**src/hw/rtl/greedy_box_suppression_macros.svh**
```systemverilog
// Assertion macros shared by the box suppression RTL
`ifndef GREEDY_BOX_SUPPRESSION_MACROS_SVH
`define GREEDY_BOX_SUPPRESSION_MACROS_SVH

// Same-cycle implication, sampled on clk, off during reset
`define GBS_ASSERT_IMP(lbl, ante, cons, msg) \
	lbl: assert property (@(posedge clk) disable iff (!arst_n) (ante) |-> (cons)) \
		else $error(msg);

// Next-cycle implication, sampled on clk, off during reset
`define GBS_ASSERT_NXT(lbl, ante, cons, msg) \
	lbl: assert property (@(posedge clk) disable iff (!arst_n) (ante) |=> (cons)) \
		else $error(msg);

`endif

```
**src/hw/rtl/gbs_pkg.sv**
```systemverilog
// Shared types and constants of the greedy box suppression block
`default_nettype none
package gbs_pkg;

	// Defaults of the top level parameters
	localparam int MAX_KEPT_DEF   = 64;
	localparam int MAX_BOXES_DEF  = 4096;
	localparam int COORD_BITS_DEF = 16;

	// Fixed field widths
	localparam int COORD_W = 16;
	localparam int LABEL_W = 8;
	localparam int AREA_W  = 32;
	localparam int POS_W   = 12;
	localparam int CFG_W   = 16;
	localparam int IDX_W   = 1;

	// Register indexes
	localparam logic [IDX_W-1:0] REG_THRESHOLD = 1'd0;
	localparam logic [IDX_W-1:0] REG_IGNORE    = 1'd1;

	// Register reset values
	localparam logic [CFG_W-1:0] THRESHOLD_RST = 16'd29491;

	// Controller to datapath commands
	typedef struct packed {
		logic accept;     // latch the incoming box
		logic start_scan; // compute area, rewind pointer, clear suppress flag
		logic issue;      // read one stored box into the compare pipe
		logic finish;     // store the box if kept and the store is not full, and load the result
	} cmd_t;

	// Datapath to controller status
	typedef struct packed {
		logic store_empty; // nothing to compare against
		logic scan_last;   // current read is the last stored box
		logic pipe_busy;   // compares still in flight
		logic out_free;    // output register can take a result
	} sts_t;

endpackage
`default_nettype wire

```
**src/hw/rtl/gbs_ctrl.sv**
```systemverilog
// Sequencing state machine of the box suppression block
`default_nettype none
`include "greedy_box_suppression_macros.svh"
module gbs_ctrl (
	input  wire logic         clk,
	input  wire logic         arst_n,
	input  wire logic         s_tvalid,
	output logic              in_ready,
	input  gbs_pkg::sts_t     sts,
	output gbs_pkg::cmd_t     cmd
);

	localparam logic [2:0] ST_IDLE   = 3'd0;
	localparam logic [2:0] ST_AREA   = 3'd1;
	localparam logic [2:0] ST_SCAN   = 3'd2;
	localparam logic [2:0] ST_DRAIN  = 3'd3;
	localparam logic [2:0] ST_FINISH = 3'd4;

	logic [2:0] state_q;
	logic [2:0] state_d;

	assign in_ready = (state_q == ST_IDLE);

	// Next state and commands
	always_comb begin
		state_d        = state_q;
		cmd            = '0;
		cmd.accept     = s_tvalid && in_ready;
		unique case (state_q)
			ST_IDLE: begin
				if (s_tvalid) state_d = ST_AREA;
			end
			ST_AREA: begin
				cmd.start_scan = 1'b1;
				state_d = sts.store_empty ? ST_DRAIN : ST_SCAN;
			end
			ST_SCAN: begin
				cmd.issue = 1'b1;
				if (sts.scan_last) state_d = ST_DRAIN;
			end
			ST_DRAIN: begin
				if (!sts.pipe_busy) state_d = ST_FINISH;
			end
			ST_FINISH: begin
				if (sts.out_free) begin
					cmd.finish = 1'b1;
					state_d = ST_IDLE;
				end
			end
			default: state_d = ST_IDLE;
		endcase
	end

	// State register
	always_ff @(posedge clk or negedge arst_n) begin
		if (!arst_n) state_q <= ST_IDLE;
		else         state_q <= state_d;
	end

	`GBS_ASSERT_IMP(a_finish_free, cmd.finish, sts.out_free, "finish without output space")
	`GBS_ASSERT_NXT(a_accept_area, s_tvalid && in_ready, state_q == ST_AREA, "accept did not start")
	`GBS_ASSERT_IMP(a_finish_drained, cmd.finish, !sts.pipe_busy, "finish with compares in flight")

endmodule
`default_nettype wire

```
**config.mk**
```make
export PLATFORM = sky130hd
export DESIGN_NAME = gbs_ctrl
export DESIGN_NICKNAME = d
export VERILOG_FILES = /design/src/hw/rtl/gbs_pkg.sv /design/src/hw/rtl/gbs_ctrl.sv
export VERILOG_INCLUDE_DIRS = /design/src /design/src/hw/rtl
export SDC_FILE = /design/constraint.sdc
export NUM_CORES = 1
export LEC_CHECK = 0
export BUFFER_PORTS_ARGS = -buffer_cell sky130_fd_sc_hd__clkbuf_2
export CORE_AREA = 4 4 41 43
export DETAILED_ROUTE_END_ITERATION = 10
export DIE_AREA = 0 0 45 47
export GPL_TIMING_DRIVEN = 0
export MAX_ROUTING_LAYER = met4
export PLACE_DENSITY = 0.32
export SYNTH_ARGS = -nofsm -noshare
export SYNTH_HDL_FRONTEND = slang
export SYNTH_SLANG_ARGS = --single-unit
export TNS_END_PERCENT = 30
```
**constraint.sdc**
```tcl
create_clock -name clk -period 1.1 [get_ports clk]
set_input_delay 0.165 -clock clk [delete_from_list [all_inputs] [get_ports clk]]
set_output_delay 0.165 -clock clk [all_outputs]
set_load 0.005 [all_outputs]
```
==> impl_metrics.py <==
metrics = {
    "outcome": {
        "status": "finished with violations",
        "violations": "setup timing",
    },
    "worst_hold_path": {
        "min_to": "state_q[2]$_DFFE_PN0P_",
        "min_path_type": "in -> reg",
        "holdPathStages": 3,
        "hp-start": "sts[0]",
    },
    "yosys": {
        "yosys-top-cells-count": "dfrtp_1 (3), nor2b_1 (2)",
        "synthFlopType": "dfrtp_1",
        "synth.distinct_cells": 13,
        "yosysMostFrequentCell": "dfrtp_1",
        "synthArstFlopShare_pct": 100,
        "synth_edf_count": 0,
        "yosysSeqAreaShare_pct": 41.4,
        "yosys_warnings": 0,
        "synth_fp_nets": 23,
        "ys_seq_elements": 3,
        "synthCells": 16,
        "yosys.area.top_type_share_pct": 41.4,
        "synth_area_um2": 181,
        "synth_top_area_cell": "dfrtp_1",
        "synthTopCellsByArea": "dfrtp_1 (41%), mux4_2 (12%), nor2b_4 (7.6%), nor2b_1 (6.9%), a32o_1 (5.5%)",
        "synth_area_per_cell_um2": 11.3,
    },
    "placed_design": {
        "place_hpwl_um": 360,
        "portBuffers": 11,
        "pre_cts_slack_ps": -85.4,
        "gp_congestion": 0.702,
    },
    "setup_path": {
        "r2r_start": "state_q[1]$_DFFE_PN0P_",
        "worstRegToRegCells": 2,
        "endpoint_kind": "primary output",
        "critPathRequiredTime_ps": 940,
        "r2r_slack_ps": -60,
        "arrival_ps": 1090,
        "cp_max_fo": 6,
        "cp-start-kind": "flip-flop",
        "r2r_end": "state_q[0]$_DFFE_PN0P_",
        "crit_type": "reg -> out",
    },
    "floorplan": {
        "top_level_ports": 12,
        "die-height_um": 47,
        "die-area_mm2": 0.00212,
        "start_util_pct": 13.9,
        "core_mm2": 0.00130,
        "rows": 13,
        "dieWidth_um": 45,
    },
    "sta": {
        "finalSetupTns_ps": -651,
        "finalCriticalPeriod_ps": 1260,
        "finClkSkew_ps": 0.874,
        "fin_crit_sh_pct": 114,
        "setup_slack_ps": -156,
        "final_hold_viol_count": 0,
        "fin_hold_ws_ps": 249,
        "rsz0062_at_grt": "true",
        "slew_viol_final": 0,
        "max_slew_margin_pct": 87.7,
        "worst_pin_slew_ps": 184,
        "setup_viol": 6,
        "fmax_ghz": 0.796,
    },
    "cts": {
        "clk_latency_ps": 230,
        "cts_setup_buffers": 0,
        "htreeDepth": 1,
        "clk_path_buf_depth": 2,
        "cts_tree": "yes",
        "cts_buffers": 3,
        "ctsRootBufferMaster": "clkbuf_4",
        "cts_sinks": 3,
        "clk_pin_slew_worst_paths_ps": 40,
    },
    "flow_run": {
        "drv_cap": 0,
    },
    "grt": {
        "grt_pass1_wl_um": 745,
        "grt.total_usage_pct": 5.56,
        "gr-total-overflow": 0,
        "grt_max_degree": 8,
        "antenna_found_initial": 0,
        "grt_pass1_vias": 197,
    },
    "detailed_routing": {
        "drtIter0Drc": 1,
        "drc": 0,
        "final_antenna_net_count": 0,
        "wl_per_cell_um": 8.98,
        "wl_um": 422,
        "vias": 184,
        "first_pass_iters": 2,
        "viasPerCell": 3.91,
    },
    "power": {
        "peakVddDrop_uv": 572,
        "cellPowerDensity_mw_per_mm2": 2530,
        "p_leak_nw": 0.148,
        "finalPower_w": 0.000765,
    },
    "final_layout": {
        "top_register": "state_q",
        "fin_nets": 40,
        "drive_gt1_share_pct": 65.6,
        "antennaDiodeCount": 0,
        "largest_reg_flops": 3,
        "areaGrowthSynthToFinish_pct": 66.9,
        "top_regs": "state_q (3)",
    },
}
[what timing repair did]
action                                 in CTS  in global routing
hold buffers                                1                  0
endpoints found under the hold margin       3                  0
setup endpoints to repair                   6                  6
resized for setup                           5                  1
pin swaps                                   2                  0
[worst max-delay path, cell delays in order (launching register included)]
cell and delay, ps:
dfrtp_2 430, nor3_2 190, and2_1 140, clkbuf_2 100
[per-layer routing]
metal / GRT usage [%] / routed length, um / up-vias
met5: - / 0 / -
met4: 5.26 / 0 / 0
met3: 4.60 / 39 / 0
met2: 7.06 / 190 / 9
met1: 5.05 / 191 / 84
li1: - / - / 91
[worst max path at each step]
stage,from,endpoint,depth (start not counted)
detailed placement,state_q[1]$_DFFE_PN0P_,state_q[0]$_DFFE_PN0P_,2
CTS,state_q[1]$_DFFE_PN0P_,cmd[3],3
finish,state_q[1]$_DFFE_PN0P_,cmd[3],3
global route,state_q[1]$_DFFE_PN0P_,cmd[3],3
global placement,state_q[1]$_DFFE_PN0P_,state_q[0]$_DFFE_PN0P_,2
floorplan,state_q[1]$_DFFE_PN0P_,state_q[0]$_DFFE_PN0P_,2
[report_power, final]
group / switching (W) / internal [W] / total (W)
sequential: 0.0000974 / 0.000172 / 0.000270
clock: 0.0000559 / 0.000136 / 0.000192
combinational: 0.000102 / 0.000202 / 0.000304
total: 0.000255 / 0.000510 / 0.000765
[layout make-up]
class / count / area, um2
repair buffers: 12 / 65.1
flip-flops and latches: 3 / 78.8
inverters: 1 / 3.75
clock buffers: 4 / 26.3
fillers: 153 / 998
well taps: 15 / 18.8
multi-input cells: 12 / 110
[stage by stage]
step                      util, %  cells  cell area [um2]
after global routing         23.3     47              303
final                        23.3     47              303
after CTS                    23.3     47              303
after detailed placement     19.6     42              255
after floorplan                 -     16              181
after global placement       19.6     42              255
[cell usage in the layout (no fill, tap or decap), types with 2 or more instances in the layout]
cell type / instances
clkbuf_2: 10
clkbuf_4: 3
dfrtp_2: 3
nor2b_1: 2
[cell families after synthesis]
group,Yosys count,synth area share (%)
compound gates,2,9.66
flops,3,41.4
buf+inv,1,2.07
mux,1,12.4
simple gates,9,34.5
No activity file was read; power rests on OpenSTA's default activity.
